## src/hdl/dd_pkg.sv

```systemverilog
// Shared widths, types and the month offset table for the date difference block.
`default_nettype none
package dd_pkg;

    localparam int DAY_W   = 5;
    localparam int MONTH_W = 4;
    localparam int YEAR_W  = 14;
    localparam int COUNT_W = 23;

    // biased year: year + 400 less one for Jan/Feb, below 2^15
    localparam int YB_W    = YEAR_W + 1;
    // month offset plus day - 1, at most 367
    localparam int MO_W    = 9;
    // quotient by 100 of the biased year, at most 167
    localparam int Q100_W  = 8;
    // day number, below 2^23
    localparam int DN_W    = 23;

    localparam logic [YB_W-1:0] YEAR_BIAS = YB_W'(400);
    // yy / 100 == (yy * 5243) >> 19 for all yy below 2^15
    localparam int              RECIP_100_SHIFT = 19;
    localparam logic [12:0]     RECIP_100 = 13'd5243;
    localparam int              PROD_W = YB_W + 13;
    localparam logic [8:0]      DAYS_PER_YEAR = 9'd365;

    localparam logic [MONTH_W-1:0] MONTH_FEB = MONTH_W'(2);
    localparam logic [MONTH_W-1:0] MONTH_DEC = MONTH_W'(12);
    localparam logic [DAY_W-1:0]   DAY_MAX   = DAY_W'(31);

    localparam logic signed [COUNT_W:0] COUNT_MAX = (COUNT_W+1)'(4194303);
    localparam logic signed [COUNT_W:0] COUNT_MIN = -(COUNT_W+1)'(4194304);

    // days from 1 March to the first of the month, months counted from March
    function automatic logic [MO_W-1:0] month_offset(input logic [MONTH_W-1:0] mp);
        logic [MO_W-1:0] r;
        begin
            case (mp)
                4'd0:    r = 9'd0;
                4'd1:    r = 9'd31;
                4'd2:    r = 9'd61;
                4'd3:    r = 9'd92;
                4'd4:    r = 9'd122;
                4'd5:    r = 9'd153;
                4'd6:    r = 9'd184;
                4'd7:    r = 9'd214;
                4'd8:    r = 9'd245;
                4'd9:    r = 9'd275;
                4'd10:   r = 9'd306;
                4'd11:   r = 9'd337;
                default: r = 9'd0;
            endcase
            return r;
        end
    endfunction

    typedef struct packed {
        logic [YB_W-1:0] yy;
        logic [MO_W-1:0] mo;
    } date_s1_t;

    typedef struct packed {
        logic [DN_W-1:0]   y365;
        logic [YB_W-3:0]   y4;
        logic [Q100_W-1:0] q100;
        logic [MO_W-1:0]   mo;
    } date_s2_t;

endpackage
`default_nettype wire

```

## src/hdl/date_difference_days.sv

```systemverilog
// Top level: pipelined signed day count between two Gregorian dates.
//
// Usage: drive both dates on the first_* and second_* ports and pulse start.
// An item is taken at every clock edge where start is high and busy is low;
// busy is always low, so a new item may be given in every cycle.
// Each item gives one result: day_count (second minus first, signed, in
// days) and bad_date, shown for one cycle with done high. A date with its
// month outside 1..12 or its day outside 1..31 sets bad_date and gives a
// count of 0. A day past the month end runs on into the next month.
// Throughput is one item per cycle. The path has four register stages:
// month decode, the multiplies by 365 and by the reciprocal of 100, the
// day number sum, and the subtract with saturation.
// The receiver cannot stall, so nothing is held back and no result waits.
// Reset clears all valid bits; items in flight are dropped and done is low.
`default_nettype none
module date_difference_days (
    input  wire logic                          clk,
    input  wire logic                          rst_n,
    input  wire logic                          start,
    output logic                               busy,
    input  wire logic [dd_pkg::DAY_W-1:0]      first_day,
    input  wire logic [dd_pkg::MONTH_W-1:0]    first_month,
    input  wire logic [dd_pkg::YEAR_W-1:0]     first_year,
    input  wire logic [dd_pkg::DAY_W-1:0]      second_day,
    input  wire logic [dd_pkg::MONTH_W-1:0]    second_month,
    input  wire logic [dd_pkg::YEAR_W-1:0]     second_year,
    output logic                               done,
    output logic signed [dd_pkg::COUNT_W-1:0]  day_count,
    output logic                               bad_date
);

    logic                       accept;
    logic [dd_pkg::DAY_W-1:0]   day_in   [0:1];
    logic [dd_pkg::MONTH_W-1:0] month_in [0:1];
    logic [dd_pkg::YEAR_W-1:0]  year_in  [0:1];

    logic v1_reg, v2_reg, v3_reg;
    logic bad1_reg, bad2_reg, bad3_reg;
    dd_pkg::date_s1_t s1_reg [0:1];
    dd_pkg::date_s1_t s1_next [0:1];
    dd_pkg::date_s2_t s2_reg [0:1];
    dd_pkg::date_s2_t s2_next [0:1];
    logic [dd_pkg::DN_W-1:0] dn_reg [0:1];
    logic [dd_pkg::DN_W-1:0] dn_next [0:1];
    logic bad_next;

    logic signed [dd_pkg::COUNT_W:0]   diff;
    logic signed [dd_pkg::COUNT_W-1:0] count_next;

    logic done_reg;
    logic signed [dd_pkg::COUNT_W-1:0] count_reg;
    logic bad_reg;

    assign busy   = 1'b0;
    assign accept = start && !busy;

    assign day_in[0]   = first_day;
    assign day_in[1]   = second_day;
    assign month_in[0] = first_month;
    assign month_in[1] = second_month;
    assign year_in[0]  = first_year;
    assign year_in[1]  = second_year;

    // stage 1: range check, March-based month, biased year
    always_comb
    begin
        bad_next = 1'b0;
        for (int i = 0; i < 2; i++)
        begin
            logic [dd_pkg::MONTH_W-1:0] mp;
            logic [dd_pkg::YB_W-1:0]    yy;
            yy = {1'b0, year_in[i]} + dd_pkg::YEAR_BIAS;
            if (month_in[i] <= dd_pkg::MONTH_FEB)
            begin
                yy = yy - dd_pkg::YB_W'(1);
                mp = month_in[i] + dd_pkg::MONTH_W'(9);
            end
            else
            begin
                mp = month_in[i] - dd_pkg::MONTH_W'(3);
            end
            s1_next[i].yy = yy;
            s1_next[i].mo = dd_pkg::month_offset(mp)
                          + dd_pkg::MO_W'(day_in[i]) - dd_pkg::MO_W'(1);
            if (month_in[i] == '0 || month_in[i] > dd_pkg::MONTH_DEC
                || day_in[i] == '0 || day_in[i] > dd_pkg::DAY_MAX)
            begin
                bad_next = 1'b1;
            end
        end
    end

    // stage 2: year multiplies
    always_comb
    begin
        for (int i = 0; i < 2; i++)
        begin
            logic [dd_pkg::PROD_W-1:0] prod;
            prod = dd_pkg::PROD_W'(s1_reg[i].yy) * dd_pkg::PROD_W'(dd_pkg::RECIP_100);
            s2_next[i].y365 = dd_pkg::DN_W'(s1_reg[i].yy) * dd_pkg::DN_W'(dd_pkg::DAYS_PER_YEAR);
            s2_next[i].y4   = s1_reg[i].yy[dd_pkg::YB_W-1:2];
            s2_next[i].q100 = prod[dd_pkg::RECIP_100_SHIFT +: dd_pkg::Q100_W];
            s2_next[i].mo   = s1_reg[i].mo;
        end
    end

    // stage 3: day numbers; yy/400 taken as (yy/100)/4
    always_comb
    begin
        for (int i = 0; i < 2; i++)
        begin
            dn_next[i] = s2_reg[i].y365 + dd_pkg::DN_W'(s2_reg[i].y4)
                       - dd_pkg::DN_W'(s2_reg[i].q100)
                       + dd_pkg::DN_W'(s2_reg[i].q100[dd_pkg::Q100_W-1:2])
                       + dd_pkg::DN_W'(s2_reg[i].mo);
        end
    end

    // stage 4: difference, saturation, invalid override
    always_comb
    begin
        diff = $signed({1'b0, dn_reg[1]}) - $signed({1'b0, dn_reg[0]});
        if (bad3_reg)
            count_next = '0;
        else if (diff > dd_pkg::COUNT_MAX)
            count_next = dd_pkg::COUNT_MAX[dd_pkg::COUNT_W-1:0];
        else if (diff < dd_pkg::COUNT_MIN)
            count_next = dd_pkg::COUNT_MIN[dd_pkg::COUNT_W-1:0];
        else
            count_next = diff[dd_pkg::COUNT_W-1:0];
    end

    always_ff @(posedge clk or negedge rst_n)
    begin
        if (!rst_n)
        begin
            v1_reg   <= 1'b0;
            v2_reg   <= 1'b0;
            v3_reg   <= 1'b0;
            done_reg <= 1'b0;
        end
        else
        begin
            v1_reg   <= accept;
            v2_reg   <= v1_reg;
            v3_reg   <= v2_reg;
            done_reg <= v3_reg;
        end
    end

    always_ff @(posedge clk)
    begin
        s1_reg    <= s1_next;
        s2_reg    <= s2_next;
        dn_reg    <= dn_next;
        bad1_reg  <= bad_next;
        bad2_reg  <= bad1_reg;
        bad3_reg  <= bad2_reg;
        count_reg <= count_next;
        bad_reg   <= bad3_reg;
    end

    assign done      = done_reg;
    assign day_count = count_reg;
    assign bad_date  = bad_reg;

    a_latency: assert property (@(posedge clk) disable iff (!rst_n)
        done |-> $past(start, 4))
        else $error("result without an item four cycles earlier");

    a_bad_zero: assert property (@(posedge clk) disable iff (!rst_n)
        (done && bad_date) |-> (day_count == '0))
        else $error("invalid date gave a non-zero count");

    a_same_date: assert property (@(posedge clk) disable iff (!rst_n)
        (accept && first_day == second_day && first_month == second_month
         && first_year == second_year) |-> ##4 (done && day_count == '0))
        else $error("equal dates gave a non-zero count");

    a_no_busy: assert property (@(posedge clk) disable iff (!rst_n)
        !busy)
        else $error("busy raised");

endmodule
`default_nettype wire
```

## config.mk

```make
export PLATFORM = sky130hd
export DESIGN_NAME = date_difference_days
export DESIGN_NICKNAME = d
export VERILOG_FILES = /design/src/hdl/dd_pkg.sv /design/src/hdl/date_difference_days.sv
export SDC_FILE = /design/constraint.sdc
export NUM_CORES = 1
export LEC_CHECK = 0
export BUFFER_PORTS_ARGS = -buffer_cell sky130_fd_sc_hd__buf_4
export CAP_MARGIN = 25
export CORE_ASPECT_RATIO = 1.5
export CORE_MARGIN = 2
export CORE_UTILIZATION = 51
export CTS_BUF_LIST = sky130_fd_sc_hd__clkbuf_16
export DETAILED_ROUTE_END_ITERATION = 6
export PLACE_DENSITY = 0.71
export SETUP_SLACK_MARGIN = 0.02
export SLEW_MARGIN = 20
export SYNTH_ARGS = -nofsm -noshare
export SYNTH_HDL_FRONTEND = slang
export SYNTH_SLANG_ARGS = --single-unit
```

## constraint.sdc

```tcl
create_clock -name clk -period 14.85 [get_ports clk]
set_input_delay 2.2275 -clock clk [delete_from_list [all_inputs] [get_ports clk]]
set_output_delay 2.2275 -clock clk [all_outputs]
set_load 0.01 [all_outputs]
```

==> flow_summary.json, run 1 <==
{
  "met2_usage": 0.439,
  "numCtsBuffers": 25,
  "grt_max_degree": 22,
  "critPathCaptureType": "register",
  "grt_busiest_layer": "met2",
  "wl_per_cell_um": 15.9,
  "port_buffers": 73,
  "cts_setup_buffers": 0,
  "htreeDepth": 1,
  "die_area_um2": 47700,
  "drc_errors": 0,
  "synth_area_um2": 23400,
  "cts_hold_buf": 0,
  "seq_area_frac_synth": 0.198,
  "dp_hpwl_um": 43600,
  "cts_resized": 0,
  "first_global_vias": 17699,
  "tightestPinTransition_ns": 0.917,
  "outcome": "finished, final reports clean",
  "wl_um": 50000,
  "drv_cap": 0,
  "cts-root-buf": "clkbuf_16",
  "gp_congestion": 1.02,
  "synth_area_leader_cell": "fa_1",
  "synth.ff_latch_count": 231,
  "use_met3": 0.0185,
  "dieWidth_um": 179,
  "cpMostUsedCell": "a21oi_1",
  "dominantRegCellSynth": "dfxtp_1",
  "synth_cell_types": 82,
  "synth_top_area_share": 0.235,
  "synth_area_per_cell_um2": 9.56,
  "slowest_stage": "xnor2_1",
  "ios": 75,
  "grt_remaining_overflow": 0,
  "clk_latency_ns": 0.54,
  "critPathLaunchType": "input pin",
  "period_share": 0.386,
  "placed_area_um2": 24600,
  "yosys_warnings": 0,
  "syn_to_final_growth_pct": 8.68,
  "synthTopCellsByArea": "fa_1 24%, ha_1 23%, dfxtp_1 19%",
  "cp_max_fo": 14,
  "required_ns": 15.26,
  "clockBufferDepth": 3,
  "drive_above_1_share": 0.0576,
  "timing.final.max_slew_violations": 0,
  "post-route-min-period_ns": 5.74,
  "vias": 16158,
  "vias_per_cell": 5.15,
  "core_area_um2": 45500,
  "cp_slowest_stage_delay_ns": 0.73,
  "max_freq_mhz": 174,
  "finalSetupViolations": 0,
  "antenna_found_initial": 0,
  "dieHeight_um": 266,
  "cts_tree": "done",
  "ant_nets": 0,
  "layout.nets": 3286,
  "cts.reportedPaths.clkPinSlew_ns": 0.07,
  "use_met1": 0.235,
  "cp_data_arrival_time_ns": 6.15,
  "rows": 96,
  "maxSlewHeadroom": 0.384,
  "tns_ns": 0,
  "drtIter0Drc": 475,
  "first_pass_iters": 5,
  "synthCells": 2449,
  "finalClockSkew_ns": 0.0236,
  "hold_viol_final": 0,
  "critPathKind": "input pin to register",
  "grt_pass1_wl_um": 84400,
  "syn-num-nets": 3203,
  "synthArstFlopShare": 0.0173,
  "start_util": 0.514,
  "rsz0062_at_grt": "no",
  "hold_class": "register to register",
  "grt_usage": 0.224,
  "final_area_um2": 25400,
  "crit_chain": "buf_4 -> nand2_2 -> inv_2 -> nor3_4 -> inv_2 -> ha_1 -> a21oi_1 -> xnor2_1 -> mux2i_1 -> a21oi_1 -> ha_1 -> inv_1 -> ha_1 -> a21o_1 -> a21oi_1 -> o21bai_1 -> a21oi_1 -> nor2b_1 -> o21ai_0 -> nand2b_1 -> xnor2_1",
  "r2r_slack_ns": 9.23,
  "cts_sinks": 231,
  "diodes": 0,
  "synth_edf_count": 0,
  "largest_reg_flops": 106
}
path summary, 6_finish.rpt:
check,cells past startpoint,end,from
worst max-delay path,21,s1_reg[32],first_month[0]
worst min-delay path,0,s2_reg[1],s1_reg[1]
worst max register to register,18,s2_reg[16],s1_reg[19]
worst min register to register,0,s2_reg[1],s1_reg[1]
max in group asynchronous,1,v2_reg,rst_n
min in group asynchronous,1,done,rst_n
final cells by class:
class                   instances  area (µm²)
well taps                     588         736
flip-flops and latches        231        4640
inverters                     672        2520
clock inverters                20         199
clock buffers                  25         626
multi-input cells            1528       16200
repair buffers                 74         556
fillers                      3952       20100
cells by family after synthesis:
family / count (synthesis) / share of synthesized area
adders and majority gates: 705 / 0.465
buffers and inverters: 690 / 0.111
AOI/OAI and AO/OA: 334 / 0.0961
and+or+nand+nor: 329 / 0.0697
DFF: 231 / 0.198
xor gates and xnor gates: 158 / 0.0591
other: 1 / 0.000160
muxes: 1 / 0.000428
per-stage QoR:
step | worst slack [ns] | util | std cells | hold slack, ns
2_1_floorplan | 9.01 | - | 2449 | 0.310
3_3_place_gp | 8.62 | 0.541 | 3093 | 0.312
3_5_place_dp | 8.58 | 0.541 | 3093 | 0.312
4_1_cts | 9.12 | 0.559 | 3138 | 0.324
5_1_grt | 8.73 | 0.559 | 3138 | 0.335
6_report | 9.11 | 0.559 | 3138 | 0.323
routing by layer:
metal	up-vias	wire length, µm	share of wire
met2	270	27600	0.55
met1	7798	18500	0.37
li1	7960	-	-
met5	-	0	0
met3	130	1270	0.025
met4	0	2670	0.053
synth_stat cells, types with 4 or more instances:
| library cell | n |
|---|---|
| o31ai_1 | 9 |
| clkbuf_1 | 12 |
| dfrtp_1 | 4 |
| a211oi_1 | 15 |
| ha_1 | 430 |
| nand4_1 | 10 |
| buf_2 | 4 |
| nor3_1 | 36 |
| o2111ai_1 | 5 |
| o21a_1 | 15 |
| or3_1 | 13 |
| xnor2_1 | 121 |
| dfxtp_1 | 227 |
| a31o_2 | 7 |
| inv_1 | 670 |
| o311ai_0 | 4 |
| o21ai_0 | 58 |
| nor4_1 | 6 |
| nand2_1 | 77 |
| and2_1 | 10 |
| o21bai_1 | 10 |
| o22ai_1 | 17 |
| a21oi_1 | 92 |
| a21o_1 | 33 |
| or2_2 | 6 |
| nor2_1 | 83 |
| and3_1 | 13 |
| a31oi_1 | 14 |
| o211ai_1 | 13 |
| fa_1 | 275 |
| nor2b_1 | 9 |
| nand2b_1 | 19 |
| o31a_1 | 4 |
| nand3_1 | 28 |
| xor2_1 | 37 |
worst max-delay path: cells and delay by family:
family | cells | cell delay [ns]
buffers and inverters | 4 | 0.35
and+or+nand+nor | 4 | 0.42
adders and majority gates | 3 | 0.96
AOI/OAI and AO/OA | 7 | 1.07
xor gates and xnor gates | 2 | 0.85
muxes | 1 | 0.26
layout by cell type, fill, tap and decap left out, types with 6 or more instances in the layout:
master and count:
a211oi_1 15, a21o_1 33, a21oi_1 92, a31o_2 7, a31oi_1 14, and2_1 10, and3_1 13, buf_4 74
clkbuf_16 25, clkinv_1 6, dfxtp_1 227, fa_1 275, ha_1 430, inv_1 671, nand2_1 77, nand2b_1 19
nand3_1 28, nand4_1 10, nor2_1 83, nor2b_1 9, nor3_1 36, nor4_1 6, o211ai_1 13, o21a_1 15
o21ai_0 58, o21bai_1 10, o22ai_1 17, o31ai_1 9, or2_2 6, or3_1 13, xnor2_1 121, xor2_1 37
Power of run 1 is left out: the tool's default activity adds up to more than one toggle a clock period on the data nets, which glitch-free logic cannot reach.
==> inputs of run 2 (changes only) <==
- PLACE_DENSITY: 0.71 -> 0.74
- clock period: 14.85 -> 5.2 ns (I/O delays scaled with it)
==> run 2 against run 1 <==
Non-clock buffer count up 75. Die area unchanged. Via count up 3.0%. First-iteration DRC count up 29%. Worst hold slack worse by 0.0093 ns. Final cell count up 2.5%. Sequential share of layout area down 0.55 points. Design area up 3.8%. Clock-buffer cell count up 1. Critical path type is now register to register. Highest routed layer unchanged.
==> flow_summary.json, run 2 (synthesis results as in run 1) <==
{
  "vias": 16648,
  "final_cell_mix": "663 x inv_1, 423 x ha_1, 273 x fa_1, 212 x dfxtp_1, 146 x buf_4",
  "multi_input_area_um2": 16300,
  "syn_to_final_growth_pct": 12.8,
  "start_util": 0.514,
  "vias_per_cell": 5.18,
  "period_share": 0.965,
  "hold_class": "input pin to register",
  "cp_slowest_stage_delay_ns": 0.52,
  "seq_area_um2": 4670,
  "numCtsBuffers": 26,
  "clk_latency_ns": 0.57,
  "grt_pass1_wl_um": 90500,
  "layout.nets": 3362,
  "rows": 96,
  "maxSlewHeadroom": 0.347,
  "cp_data_arrival_time_ns": 5.50,
  "gp_congestion": 0.967,
  "reg2reg_from": "s1_reg[19]",
  "grt_usage": 0.243,
  "tightestPinTransition_ns": 0.973,
  "first_pass_iters": 5,
  "timing.final.max_slew_violations": 0,
  "hp-start": "start",
  "dieWidth_um": 179,
  "die_area_um2": 47700,
  "ant_nets": 0,
  "cp_max_fo": 3,
  "fill_cells": 3837,
  "antenna_found_initial": 0,
  "outcome": "finished, final reports clean",
  "cts_sinks": 231,
  "finalSetupViolations": 0,
  "crit_chain": "buf_4 -> fa_1 -> ha_1 -> inv_1 -> fa_1 -> inv_1 -> fa_1 -> inv_1 -> fa_1 -> inv_2 -> ha_4 -> a21oi_2 -> o21ai_2 -> a211oi_2 -> buf_4 -> o31ai_4 -> o41a_1 -> and4_4 -> a2111oi_4 -> xnor2_1",
  "drtIter0Drc": 613,
  "first_global_vias": 18388,
  "drive_above_1_share": 0.105,
  "htreeDepth": 1,
  "critPathTopFamily": "adder cells",
  "final_common_cell": "inv_1",
  "slowest_stage": "fa_1",
  "required_ns": 5.68,
  "r2r_slack_ns": 0.18,
  "largest_reg_flops": 106,
  "cts-root-buf": "clkbuf_16",
  "hold_viol_final": 0,
  "cts.reportedPaths.clkPinSlew_ns": 0.07,
  "diodes": 0,
  "hold-path-cell-count": 1,
  "post-route-min-period_ns": 5.02,
  "placed_area_um2": 25100,
  "core_area_um2": 45500,
  "wl_um": 54700,
  "grt_max_degree": 22,
  "grt_remaining_overflow": 0,
  "critPathLaunchType": "register",
  "max_freq_mhz": 199,
  "r2r_cells": 20,
  "ios": 75,
  "drv_cap": 0,
  "finalClockSkew_ns": 0.0260,
  "final_area_um2": 26400,
  "r2r_end": "s2_reg[16]",
  "dieHeight_um": 266,
  "port_buffers": 73,
  "utilization": 0.580,
  "critPathKind": "register to register",
  "wl_per_cell_um": 17.0,
  "cpMostUsedCell": "fa_1",
  "cts_tree": "done",
  "drc_errors": 0,
  "clockBufferDepth": 3,
  "dp_hpwl_um": 47700,
  "hold_end": "v1_reg",
  "critPathCaptureType": "register",
  "path_buf_inv": 6
}
-- run 2: layer usage --
metal  routed length, µm  part of all wire  GRT usage
met1               20400              0.37      0.257
met2               30000              0.55      0.473
met3                1430             0.026     0.0221
met4                2940             0.054      0.113
met5                   0                 0          0
-- run 2: how the worst max path moves through the flow --
stage                          start  cells after the start         end  slack (ns)
after CTS                 s1_reg[12]                     20  s2_reg[15]        0.02
after detailed placement  s1_reg[12]                     19  s2_reg[16]       -0.05
after floorplan           s1_reg[22]                     18  s2_reg[16]        0.28
final                     s1_reg[19]                     20  s2_reg[16]        0.18
after global placement    s1_reg[19]                     20  s2_reg[16]        0.08
after global routing      s1_reg[39]                     18  s2_reg[69]      -0.006
-- run 2: what timing repair did --
item | 4_1_cts | 5_1_grt
hold endpoints to repair | 4 | 0
resized for setup | 8 | 50
endpoints found under the setup margin | 2 | 12
buffers inserted | 1 | 4
hold buffers | 1 | 0
pin swaps | 4 | 25
-- run 2: final cells by class --
type / instances / area share
timing repair buffer: 149 / 0.0427
sequential: 231 / 0.177
clock buffer: 26 / 0.0246
tap: 588 / 0.0279
inverter: 672 / 0.0957
multi-input combinational: 1528 / 0.619
clock inverter: 22 / 0.0135
-- run 2: stage by stage --
stage	setup WS (ns)	instances	TNS, ns	hold WS (ns)
detailed placement	-0.0545	3162	-0.0545	0.313
global placement	0.0750	3162	0	0.311
floorplan	0.277	2449	0	0.310
CTS	0.0204	3212	0	0.293
finish	0.183	3216	0	0.314
global route	-0.00581	3216	-0.00581	0.293
Power of run 2 is left out for the same reason.
